$ cat src/hdl/cws_pkg.sv
package cws_pkg;

	localparam int WINDOW_MAX_DEF = 256;
	localparam int SEQ_BITS_DEF   = 32;

	localparam int CMD_W    = 2;
	localparam int ACK_W    = 32;
	localparam int PEER_W   = 16;
	localparam int STATUS_W = 3;
	localparam int SEQ_W    = 32;
	localparam int COUNT_W  = 9;
	localparam int WIN_W    = 16;

	localparam int S_TDATA_W = 48;
	localparam int M_TDATA_W = 80;
	localparam int S_TUSER_W = CMD_W;
	localparam int M_TUSER_W = STATUS_W;

	localparam int CFG_IDX_W  = 1;
	localparam int CFG_DATA_W = 16;
	localparam int SLOTS_W    = 9;

	localparam logic [SLOTS_W-1:0] RESET_SLOTS   = 9'd16;
	localparam logic [WIN_W-1:0]   RESET_ADV     = 16'd16;
	localparam logic [WIN_W-1:0]   MIN_THRESHOLD = 16'd2;
	localparam logic [WIN_W-1:0]   WIN_SAT       = 16'hFFFF;

	typedef enum logic [CFG_IDX_W-1:0] {
		REG_SLOTS   = 1'b0,
		REG_INIT_ADV = 1'b1
	} reg_idx_t;

	typedef enum logic [CMD_W-1:0] {
		CMD_ENQUEUE = 2'd0,
		CMD_GRANT   = 2'd1,
		CMD_ACK     = 2'd2,
		CMD_TIMEOUT = 2'd3
	} cmd_t;

	typedef enum logic [STATUS_W-1:0] {
		ST_ENQUEUED  = 3'd0,
		ST_FULL      = 3'd1,
		ST_OLD_ACK   = 3'd2,
		ST_DUP_ACK   = 3'd3,
		ST_ACK_DONE  = 3'd4,
		ST_FAST_RETX = 3'd5,
		ST_TIMEOUT   = 3'd6,
		ST_GRANT     = 3'd7
	} status_t;

endpackage

$ cat src/hdl/congestion_window_sender.sv
// Sender window bookkeeping with Reno-style congestion control. Each input item is one
// event (enqueue, send grant, ack, retransmit timeout, selected by s_tuser) and gives
// exactly one result item whose kind is on m_tuser. An item is registered on entry into
// the input stage and evaluated there against the window state; its result is loaded
// into the output register once that register is free or being taken, and is offered
// on m_tvalid from there. One item is taken every cycle while the output side keeps up;
// a stalled result holds the input stage and so the input. Configuration writes must
// only be issued while no item is in the block; writing the initial advertised window
// also reloads the advertised window and the slow start threshold.
module congestion_window_sender #(
	parameter int WINDOW_MAX = cws_pkg::WINDOW_MAX_DEF,
	parameter int SEQ_BITS   = cws_pkg::SEQ_BITS_DEF
) (
	input  logic                             clk,
	input  logic                             arst_n,
	input  logic                             cfg_we,
	input  logic [cws_pkg::CFG_IDX_W-1:0]    cfg_index,
	input  logic [cws_pkg::CFG_DATA_W-1:0]   cfg_data,
	input  logic                             s_tvalid,
	output logic                             s_tready,
	// ack_seq[31:0], peer_window[47:32]
	input  logic [cws_pkg::S_TDATA_W-1:0]    s_tdata,
	// command[1:0]
	input  logic [cws_pkg::S_TUSER_W-1:0]    s_tuser,
	output logic                             m_tvalid,
	input  logic                             m_tready,
	// seq[31:0], count[40:32], cwin_now[56:41], threshold_now[72:57], queue_empty[73]
	output logic [cws_pkg::M_TDATA_W-1:0]    m_tdata,
	// status[2:0]
	output logic [cws_pkg::M_TUSER_W-1:0]    m_tuser
);

	localparam int CNT_W = $clog2(WINDOW_MAX + 1);
	localparam int GW    = ((cws_pkg::WIN_W > CNT_W) ? cws_pkg::WIN_W : CNT_W) + 2;
	localparam int WW    = cws_pkg::WIN_W;

	// input stage
	logic                          valid_s1;
	cws_pkg::cmd_t                 cmd_s1;
	logic [cws_pkg::ACK_W-1:0]     ack_s1;
	logic [cws_pkg::PEER_W-1:0]    peer_s1;

	// configuration and window state
	logic [cws_pkg::SLOTS_W-1:0]   slots_q;
	logic [WW-1:0]                 cwin_q, ssth_q, credit_q, adv_q;
	logic [CNT_W-1:0]              inf_q, queued_q, sa_q;
	logic [SEQ_BITS-1:0]           base_q, next_q, last_q;
	logic [1:0]                    dup_q;

	logic [WW-1:0]                 cwin_n, ssth_n, credit_n, adv_n;
	logic [CNT_W-1:0]              inf_n, queued_n, sa_n;
	logic [SEQ_BITS-1:0]           base_n, next_n, last_n;
	logic [1:0]                    dup_n;

	// result register
	logic                          out_valid_q;
	cws_pkg::status_t              status_q, status_c;
	logic [cws_pkg::SEQ_W-1:0]     seq_q;
	logic [cws_pkg::COUNT_W-1:0]   count_q;
	logic [WW-1:0]                 cwin_out_q, thr_out_q;
	logic                          qe_q;

	logic                          advance;
	logic [CNT_W-1:0]              sw;
	logic [SEQ_BITS-1:0]           seq_c, ack_e, diff;
	logic [CNT_W-1:0]              grant_cnt, acked, queued_rel, sa_sub;
	logic signed [GW-1:0]          g_min, g_sw, g_adv, g_q1, g_q2;
	logic [1:0]                    dup_inc;
	logic                          dup;
	logic [WW:0]                   c_sum, s_sum;
	logic [WW-1:0]                 c_sat, t_half, sw16;

	assign advance  = valid_s1 && (!out_valid_q || m_tready);
	assign s_tready = !valid_s1 || advance;

	always_ff @(posedge clk or negedge arst_n) begin
		if (!arst_n) begin
			valid_s1 <= 1'b0;
		end else if (s_tready) begin
			valid_s1 <= s_tvalid;
		end
	end

	always_ff @(posedge clk) begin
		if (s_tready && s_tvalid) begin
			cmd_s1  <= cws_pkg::cmd_t'(s_tuser);
			ack_s1  <= s_tdata[cws_pkg::ACK_W-1:0];
			peer_s1 <= s_tdata[cws_pkg::ACK_W +: cws_pkg::PEER_W];
		end
	end

	always_comb begin
		if (slots_q == '0) begin
			sw = CNT_W'(1);
		end else if (32'(slots_q) > WINDOW_MAX) begin
			sw = CNT_W'(WINDOW_MAX);
		end else begin
			sw = CNT_W'(slots_q);
		end
	end

	// grant size: smallest of the window terms, floored at zero
	always_comb begin
		g_min = $signed(GW'(cwin_q)) - $signed(GW'(inf_q));
		g_sw  = $signed(GW'(sw));
		g_adv = $signed(GW'(adv_q)) - $signed(GW'(inf_q));
		g_q1  = $signed(GW'(queued_q)) - $signed(GW'(inf_q));
		g_q2  = $signed(GW'(queued_q)) - $signed(GW'(sa_q));
		if (g_sw < g_min)  g_min = g_sw;
		if (g_adv < g_min) g_min = g_adv;
		if (g_q1 < g_min)  g_min = g_q1;
		if (g_q2 < g_min)  g_min = g_q2;
		grant_cnt = (g_min < 0) ? '0 : CNT_W'(g_min);
	end

	assign ack_e   = SEQ_BITS'(ack_s1);
	assign diff    = ack_e - base_q;
	assign acked   = (diff > SEQ_BITS'(queued_q)) ? queued_q : CNT_W'(diff);
	assign dup     = (ack_e == last_q);
	assign dup_inc = dup_q + 2'd1;
	assign c_sum   = (WW+1)'(credit_q) + (WW+1)'(acked);
	assign c_sat   = c_sum[WW] ? cws_pkg::WIN_SAT : c_sum[WW-1:0];
	assign s_sum   = (WW+1)'(cwin_q) + (WW+1)'(acked);
	assign queued_rel = queued_q - acked;
	assign sa_sub  = (sa_q > acked) ? sa_q - acked : '0;
	assign t_half  = cwin_q >> 1;
	assign sw16    = WW'(sw);

	always_comb begin
		cwin_n   = cwin_q;
		ssth_n   = ssth_q;
		credit_n = credit_q;
		adv_n    = adv_q;
		inf_n    = inf_q;
		queued_n = queued_q;
		sa_n     = sa_q;
		base_n   = base_q;
		next_n   = next_q;
		last_n   = last_q;
		dup_n    = dup_q;
		status_c = cws_pkg::ST_ENQUEUED;
		seq_c    = '0;
		case (cmd_s1)
			cws_pkg::CMD_ENQUEUE: begin
				seq_c = next_q;
				if (queued_q >= sw) begin
					status_c = cws_pkg::ST_FULL;
				end else begin
					next_n   = next_q + SEQ_BITS'(1);
					queued_n = queued_q + CNT_W'(1);
				end
			end
			cws_pkg::CMD_GRANT: begin
				status_c = cws_pkg::ST_GRANT;
				seq_c    = base_q + SEQ_BITS'(sa_q);
				sa_n     = sa_q + grant_cnt;
				inf_n    = inf_q + grant_cnt;
			end
			cws_pkg::CMD_ACK: begin
				seq_c = ack_e;
				if (diff[SEQ_BITS-1]) begin
					status_c = cws_pkg::ST_OLD_ACK;
				end else if (dup && dup_inc == 2'd3) begin
					if (cwin_q > ssth_q) begin
						cwin_n = (ssth_q == '0) ? WW'(1) : ssth_q;
					end
					dup_n    = 2'd0;
					seq_c    = base_q;
					status_c = cws_pkg::ST_FAST_RETX;
				end else begin
					if (dup) begin
						dup_n    = dup_inc;
						status_c = cws_pkg::ST_DUP_ACK;
					end else begin
						inf_n    = (diff >= SEQ_BITS'(inf_q)) ? '0 : inf_q - CNT_W'(diff);
						last_n   = ack_e;
						dup_n    = 2'd0;
						status_c = cws_pkg::ST_ACK_DONE;
					end
					if (cwin_q >= ssth_q) begin
						if (c_sat >= cwin_q) begin
							credit_n = c_sat - cwin_q;
							if (cwin_q != cws_pkg::WIN_SAT) cwin_n = cwin_q + WW'(1);
						end else begin
							credit_n = c_sat;
						end
					end else begin
						cwin_n   = (s_sum > (WW+1)'(ssth_q)) ? ssth_q : s_sum[WW-1:0];
						credit_n = '0;
					end
					adv_n    = peer_s1;
					queued_n = queued_rel;
					base_n   = base_q + SEQ_BITS'(acked);
					sa_n     = (sa_sub > queued_rel) ? queued_rel : sa_sub;
				end
			end
			cws_pkg::CMD_TIMEOUT: begin
				sa_n     = '0;
				inf_n    = '0;
				seq_c    = base_q;
				status_c = cws_pkg::ST_TIMEOUT;
				if (adv_q == '0) begin
					adv_n = WW'(1);
				end else begin
					ssth_n = (t_half > sw16) ? sw16 : t_half;
					if (ssth_n < cws_pkg::MIN_THRESHOLD) ssth_n = cws_pkg::MIN_THRESHOLD;
					cwin_n   = WW'(1);
					credit_n = '0;
				end
			end
			default: begin
			end
		endcase
	end

	always_ff @(posedge clk or negedge arst_n) begin
		if (!arst_n) begin
			slots_q  <= cws_pkg::RESET_SLOTS;
			cwin_q   <= WW'(1);
			ssth_q   <= cws_pkg::RESET_ADV;
			credit_q <= '0;
			adv_q    <= cws_pkg::RESET_ADV;
			inf_q    <= '0;
			queued_q <= '0;
			sa_q     <= '0;
			base_q   <= '0;
			next_q   <= '0;
			last_q   <= '0;
			dup_q    <= '0;
		end else if (cfg_we) begin
			if (cfg_index == cws_pkg::REG_SLOTS) begin
				slots_q <= cfg_data[cws_pkg::SLOTS_W-1:0];
			end else begin
				ssth_q <= cfg_data[WW-1:0];
				adv_q  <= cfg_data[WW-1:0];
			end
		end else if (advance) begin
			cwin_q   <= cwin_n;
			ssth_q   <= ssth_n;
			credit_q <= credit_n;
			adv_q    <= adv_n;
			inf_q    <= inf_n;
			queued_q <= queued_n;
			sa_q     <= sa_n;
			base_q   <= base_n;
			next_q   <= next_n;
			last_q   <= last_n;
			dup_q    <= dup_n;
		end
	end

	always_ff @(posedge clk or negedge arst_n) begin
		if (!arst_n) begin
			out_valid_q <= 1'b0;
		end else if (advance) begin
			out_valid_q <= 1'b1;
		end else if (m_tready) begin
			out_valid_q <= 1'b0;
		end
	end

	always_ff @(posedge clk) begin
		if (advance) begin
			status_q   <= status_c;
			seq_q      <= cws_pkg::SEQ_W'(seq_c);
			count_q    <= (cmd_s1 == cws_pkg::CMD_GRANT) ?
				cws_pkg::COUNT_W'(grant_cnt) : '0;
			cwin_out_q <= cwin_n;
			thr_out_q  <= ssth_n;
			qe_q       <= (queued_n == '0);
		end
	end

	assign m_tvalid = out_valid_q;
	assign m_tuser  = status_q;
	assign m_tdata  = {6'd0, qe_q, thr_out_q, cwin_out_q, count_q, seq_q};

endmodule

$ cat config.mk
export PLATFORM = sky130hd
export DESIGN_NAME = congestion_window_sender
export DESIGN_NICKNAME = d
export VERILOG_FILES = /design/src/hdl/cws_pkg.sv /design/src/hdl/congestion_window_sender.sv
export SDC_FILE = /design/constraint.sdc
export NUM_CORES = 1
export LEC_CHECK = 0
export ABC_AREA = 1
export BUFFER_PORTS_ARGS = -buffer_cell sky130_fd_sc_hd__buf_4
export CELL_PAD_IN_SITES_DETAIL_PLACEMENT = 1
export CELL_PAD_IN_SITES_GLOBAL_PLACEMENT = 2
export CORE_ASPECT_RATIO = 1.2
export CORE_MARGIN = 4
export CORE_UTILIZATION = 38
export CTS_BUF_LIST = sky130_fd_sc_hd__clkbuf_8
export DETAILED_ROUTE_END_ITERATION = 16
export PLACE_DENSITY = 0.93
export REMOVE_ABC_BUFFERS = 1
export SLEW_MARGIN = 20
export SYNTH_ARGS = -nofsm -noshare
export SYNTH_HDL_FRONTEND = slang
export SYNTH_SLANG_ARGS = --single-unit
$ cat constraint.sdc
create_clock -name clk -period 13.2 [get_ports clk]
set_input_delay 1.32 -clock clk [delete_from_list [all_inputs] [get_ports clk]]
set_output_delay 1.32 -clock clk [all_outputs]
set_load 0.02 [all_outputs]
=== Word-level counts from Yosys, hierarchy flattened ===
Index checks and enable logic that the tools add are counted.

* Memory bits (writable): 0
* Input bits: 72
* Output and inout bits: 85
* Bits in latches: 0
* Bits in read-only memories: 0
* Memories kept: 0
* Logic and storage cells: 171
* Register bits: 327

* Add/subtract/negate cells: 19
* Eq/ne operators: 14
* Reduce and logical (&&, ||, !) cells: 28
* Mux-type cells: 64
* $lt $le $gt $ge: 17
* Multiply operators: 0
* Shift operators: 0
* Bitwise logic cells: 6
* Divide/modulo/power cells: 0

{| class="wikitable"
|+ Operators by type and width
! kind !! count
|-
| two-way mux 16 bit || 25
|-
| two-way mux 9 bit || 15
|-
| one-hot mux 32 bit (4 select lines) || 1
|-
| one-hot mux 16 bit (2 select lines) || 3
|-
| two-way mux 18 bit || 4
|-
| adder 32 x 9 -> 32 bit || 2
|-
| two-way mux 32 bit || 2
|-
| one-hot mux 9 bit (3 select lines) || 2
|-
| less-than comparator 10 x 18 -> 1 bit || 2
|-
| adder 16 x 9 -> 17 bit || 2
|-
| subtractor 16 x 9 -> 17 bit || 2
|-
| adder 32 x 1 -> 32 bit (second input constant) || 1
|-
| equality test 32 bit || 1
|-
| >= comparator 16 bit || 2
|-
| >= comparator 32 x 9 -> 1 bit || 1
|-
| > comparator 32 x 9 -> 1 bit || 1
|-
| logical NOT 16 bit || 2
|-
| subtractor 32 bit || 1
|-
| two-way mux 15 bit || 2
|-
| subtractor 9 bit || 3
|-
| AND reduction 6 bit || 4
|-
| subtractor 9 x 9 -> 10 bit || 2
|-
| adder 9 bit || 2
|-
| > comparator 9 bit || 2
|-
| 35 further kinds || 64
|}

=== Depth between registers and ports, before layout ===
* Word-level depth: 15
* Depth in mapped cells: 85
* Gate-level depth less buffers: 79

=== Worst setup path before layout ===
OpenSTA, ideal clock, no wires.

* Path kind: reg-to-reg
* Start: register cwin_q[0]
* End: register inf_q[8]
* Required time: 13.123 ns
* Arrival: 11.415 ns
* Library setup time: 0.077 ns
* Path buffers: 7
* Stages on the path, launching flop included: 80
* Period minus slack after synthesis: 11.493 ns
* Slack: 1.707 ns
* Cells stage by stage: dfstp_2 inv_1 ha_1 fa_1 o21ai_0 a21oi_1 o21bai_1 a21oi_1 nor2_1 nor2_1 nor2_1 inv_1 nand2_1 nor3_1 xor2_1 nand4_1 nor2_1 nand3_1 (+44 left out) inv_1 fa_1 inv_1 a21oi_1 o21bai_1 nand2_1 inv_1 nor2_1 inv_1 a21oi_1 nor2_1 nor2_1 o21bai_1 xor2_1 inv_1 nand3_1 nand3_1 a21oi_1

* Cells in the longest elaborated chain, start to end: 13

{| class="wikitable"
|+ RTL lines
! item !! line !! text
|-
| start, declared || congestion_window_sender.sv:45 || <nowiki>logic [WW-1:0] cwin_q, ssth_q, credit_q, adv_q;</nowiki>
|-
| start signal, assigned || congestion_window_sender.sv:238 || <nowiki>cwin_q <= cwin_n;</nowiki>
|-
| subtractor 16 x 9 -> 17 bit (*) || congestion_window_sender.sv:104 || <nowiki>g_min = $signed(GW'(cwin_q)) - $signed(GW'(inf_q));</nowiki>
|-
| less-than comparator 10 x 17 -> 1 bit || congestion_window_sender.sv:109 || <nowiki>if (g_sw < g_min) g_min = g_sw;</nowiki>
|-
| two-way mux 18 bit (*) || congestion_window_sender.sv:109 ||
|-
| less-than comparator 17 x 18 -> 1 bit || congestion_window_sender.sv:110 || <nowiki>if (g_adv < g_min) g_min = g_adv;</nowiki>
|-
| two-way mux 18 bit (*) || congestion_window_sender.sv:110 ||
|-
| less-than comparator 10 x 18 -> 1 bit || congestion_window_sender.sv:111 || <nowiki>if (g_q1 < g_min) g_min = g_q1;</nowiki>
|-
| two-way mux 18 bit (*) || congestion_window_sender.sv:111 ||
|-
| less-than comparator 10 x 18 -> 1 bit || congestion_window_sender.sv:112 || <nowiki>if (g_q2 < g_min) g_min = g_q2;</nowiki>
|-
| two-way mux 18 bit (*) || congestion_window_sender.sv:112 ||
|-
| less-than comparator 18 x 1 -> 1 bit || congestion_window_sender.sv:113 || <nowiki>grant_cnt = (g_min < 0) ? '0 : CNT_W'(g_min);</nowiki>
|-
| two-way mux 9 bit (*) || congestion_window_sender.sv:113 ||
|-
| net grant_cnt[0] || congestion_window_sender.sv:66 || <nowiki>logic [CNT_W-1:0] grant_cnt, acked, queued_rel, sa_sub;</nowiki>
|-
| adder 9 bit (*) || congestion_window_sender.sv:157 || <nowiki>inf_n = inf_q + grant_cnt;</nowiki>
|-
| one-hot mux 9 bit (3 select lines) (*) || congestion_window_sender.sv:143 || <nowiki>case (cmd_s1)</nowiki>
|-
| end signal, assigned || congestion_window_sender.sv:242 || <nowiki>inf_q <= inf_n;</nowiki>
|-
| end, declared || congestion_window_sender.sv:46 || <nowiki>logic [CNT_W-1:0] inf_q, queued_q, sa_q;</nowiki>
|}

The timed path passes the listed nets; every way through them passes the cells marked *.
A chain may end at the register's enable or synchronous reset.

=== Final worst setup path ===
* Start: register inf_q[2]
* End: register inf_q[8]

* Cells in the longest elaborated chain, start to end: 13
* Elaborated cells on any way between the ends: 21

{| class="wikitable"
|+ RTL lines
! item !! line
|-
| subtractor 16 x 9 -> 17 bit || congestion_window_sender.sv:104
|-
| less-than comparator 10 x 17 -> 1 bit || congestion_window_sender.sv:109
|-
| two-way mux 18 bit || congestion_window_sender.sv:109
|-
| less-than comparator 17 x 18 -> 1 bit || congestion_window_sender.sv:110
|-
| two-way mux 18 bit || congestion_window_sender.sv:110
|-
| less-than comparator 10 x 18 -> 1 bit || congestion_window_sender.sv:111
|-
| two-way mux 18 bit (*) || congestion_window_sender.sv:111
|-
| less-than comparator 10 x 18 -> 1 bit || congestion_window_sender.sv:112
|-
| two-way mux 18 bit (*) || congestion_window_sender.sv:112
|-
| less-than comparator 18 x 1 -> 1 bit || congestion_window_sender.sv:113
|-
| two-way mux 9 bit (*) || congestion_window_sender.sv:113
|-
| net grant_cnt[0] || congestion_window_sender.sv:66
|-
| adder 9 bit (*) || congestion_window_sender.sv:157
|-
| one-hot mux 9 bit (3 select lines) (*) || congestion_window_sender.sv:143
|}

The timed path passes the listed nets; every way through them passes the cells marked *. The select of a mux whose other input is x is not followed.

==> impl_metrics.tcl <==
set metrics [dict create \
    status "completed" \
    place.gp.congestion 0.916 \
    cp.depth 76 \
    crit_slowest_cell "ha_2" \
    die_w_microns 254 \
    wire_per_inst_microns 21.6 \
    cts.sinks 327 \
    critPathMostFrequentCell "nand2_1" \
    grt_max_degree 94 \
    synth_xor_area_frac 0.0654 \
    h-tree-depth 2 \
    io_pins 157 \
    path_clk_slew_ns 0.07 \
    synth_fa_ha_area_frac 0.146 \
    muxShareOfSynthArea 0.0102 \
    yosysTopAreaCellShare 0.178 \
    design_area_sq_um 31100 \
    synth_most_common_cell "nand2_1" \
    finalHoldViolCount 0 \
    cts_buffer_depth 3 \
    setup_violations 0 \
    async_flop_share 0.612 \
    postCtsHoldBufs 0 \
    post_synth_instance_area_sq_um 27600 \
    finalSetupTns_ns 0 \
    layout.nets 4105 \
    cp_slowest_stage_delay_ns 0.44 \
    start_util 0.386 \
    dp_hpwl_microns 79700 \
    nFillCells 8915 \
    synth_area_leaders "dfrtp_1, edfxtp_1, ha_1" \
    synth.largest_area_cell "dfrtp_1" \
    worstSetupPathType "register to register" \
    clk_latency_ns 0.74 \
    drv_cap 0 \
    synth_seq_cells 327 \
    antenna_found_initial 1 \
    min_period_ns 12.08 \
    synth-simple-area-share 0.202 \
    coreArea_sq_um 71500 \
    area_growth_pct 12.7 \
    synth_common_cells "nand2_1, inv_1, o21ai_0" \
    synth-compound-area-share 0.175 \
    placed_area_sq_um 29700 \
    fp-row-count 107 \
    ant_nets 0 \
    crit_path_max_fanout 23 \
    worstPathArrival_ns 12.72 \
    grt.overflow.total 0 \
    grt_pass1_vias 26903 \
    cts_buffers 60 \
    final_max_slew_viol_count 0 \
    slew_headroom 0.301 \
    max_clock_freq_mhz 82.8 \
    drc 0 \
    hold_class "register to register" \
    ys.warnings.count 0 \
    routed_wirelength_microns 101000 \
    drtPass1Iterations 5 \
    cp_top_family "simple AND/OR/NAND/NOR gates" \
    cp-start-kind "register" \
    syn_inst 3572 \
    die_area_sq_um 77000 \
    vias_per_cell 5.51 \
    avgSynthCellArea_sq_um 7.72 \
    r2r_cells 76 \
    port_buffers 150 \
    grt_pass1_wl_microns 155000 \
    fin_crit_sh 0.915 \
    crit_buf_inv 12 \
    synth.distinct_cells 74 \
    vias 25894 \
    drt_iter0_markers 1478 \
    root_buffer "clkbuf_8" \
    cts_tree "built" \
    synth_top_family_by_area "simple AND/OR/NAND/NOR gates" \
    yosysSeqAreaShare 0.320 \
    skew_ns 0.0629 \
    worstPathRequired_ns 13.84 \
    track_usage 0.257 \
    dieHeight_microns 303 \
    tightest_slew_ns 1.05 \
    final_layout_size_suffix_gt1_frac 0.107 \
    synth-edff-count 127 \
    synth-main-ff-cell "dfrtp_1" \
    holdPathStages 1 \
    crit_path_end_kind "register" \
]
-- kinds of logic after synthesis --
family / after synthesis
compound gates: 846
xor+xnor: 206
fa+ha+maj: 313
buf+inv: 583
flops: 327
mux: 25
other cells: 1
simple gates: 1271
-- routing by layer --
metal / GRT usage / wire, microns / share of wire / vias to the layer above
li1: - / - / - / 12480
met5: 0 / 0 / 0 / -
met3: 0.0315 / 4080 / 0.040 / 222
met2: 0.472 / 51300 / 0.51 / 615
met1: 0.299 / 40900 / 0.40 / 12577
met4: 0.114 / 5250 / 0.052 / 0
-- registers in the layout, summed over array words and instances (netlist names), 2 cells and up --
register	count
ack_e	32
base_q	32
last_q	32
next_q	32
seq_q	32
adv_q	16
credit_q	16
cwin_out_q	16
cwin_q	16
peer_s1	16
ssth_q	16
thr_out_q	16
count_q	9
inf_q	9
queued_q	9
sa_q	9
slots_q	9
m_tuser	3
cmd_s1	2
dup_q	2
-- metrics by stage --
step	utilization	hold WS, ns	std cells	setup WS [ns]
2_1_floorplan	-	0.442	3467	2.22
4_1_cts	0.434	0.479	4691	0.130
3_5_place_dp	0.416	0.467	4578	-0.00157
5_1_grt	0.435	0.488	4698	-0.00442
3_3_place_gp	0.416	0.456	4578	0.552
6_report	0.435	0.469	4699	1.12
-- area by class of cell --
type	instances	area, sq um	share of cell area
well taps	926	1160	0.0373
diodes	2	5.00	0.000161
clock inverters	47	385	0.0124
clock buffers	66	908	0.0292
repair buffers	190	1430	0.0461
flip-flops and latches	327	8820	0.284
repair inverters	1	7.51	0.000241
inverters	473	1790	0.0576
multi-input cells	2667	16600	0.533
-- cells in the final DEF (no fill, tap or decap), types with 127 or more instances in the layout --
| cell type | instances |
|---|---|
| edfxtp_1 | 127 |
| nand2_1 | 628 |
| xor2_1 | 141 |
| nor2_1 | 282 |
| a21oi_1 | 301 |
| inv_1 | 458 |
| nand3_1 | 134 |
| ha_1 | 297 |
| buf_4 | 189 |
| o21ai_0 | 310 |
| dfrtp_1 | 196 |
-- worst paths after layout --
path / from / endpoint / slack (ns)
min reg2reg: next_q[7]$_DFFE_PN0P_ / next_q[7]$_DFFE_PN0P_ / 0.47
min: next_q[7]$_DFFE_PN0P_ / next_q[7]$_DFFE_PN0P_ / 0.47
max in group asynchronous: arst_n / ssth_q[13]$_DFFE_PN0P_ / 11.08
min in group asynchronous: arst_n / sa_q[8]$_DFFE_PN0P_ / 0.58
max reg2reg: inf_q[2]$_DFFE_PN0P_ / inf_q[8]$_DFFE_PN0P_ / 1.12
max: inf_q[2]$_DFFE_PN0P_ / inf_q[8]$_DFFE_PN0P_ / 1.12
-- what timing repair did --
item	4_1_cts	5_1_grt
setup endpoints to repair	1	16
setup buffers	0	5
resized for setup	2	14
gates cloned	0	1
Power is left out: the tool's default activity adds up to more than one toggle a clock period on the data nets, which glitch-free logic cannot reach.
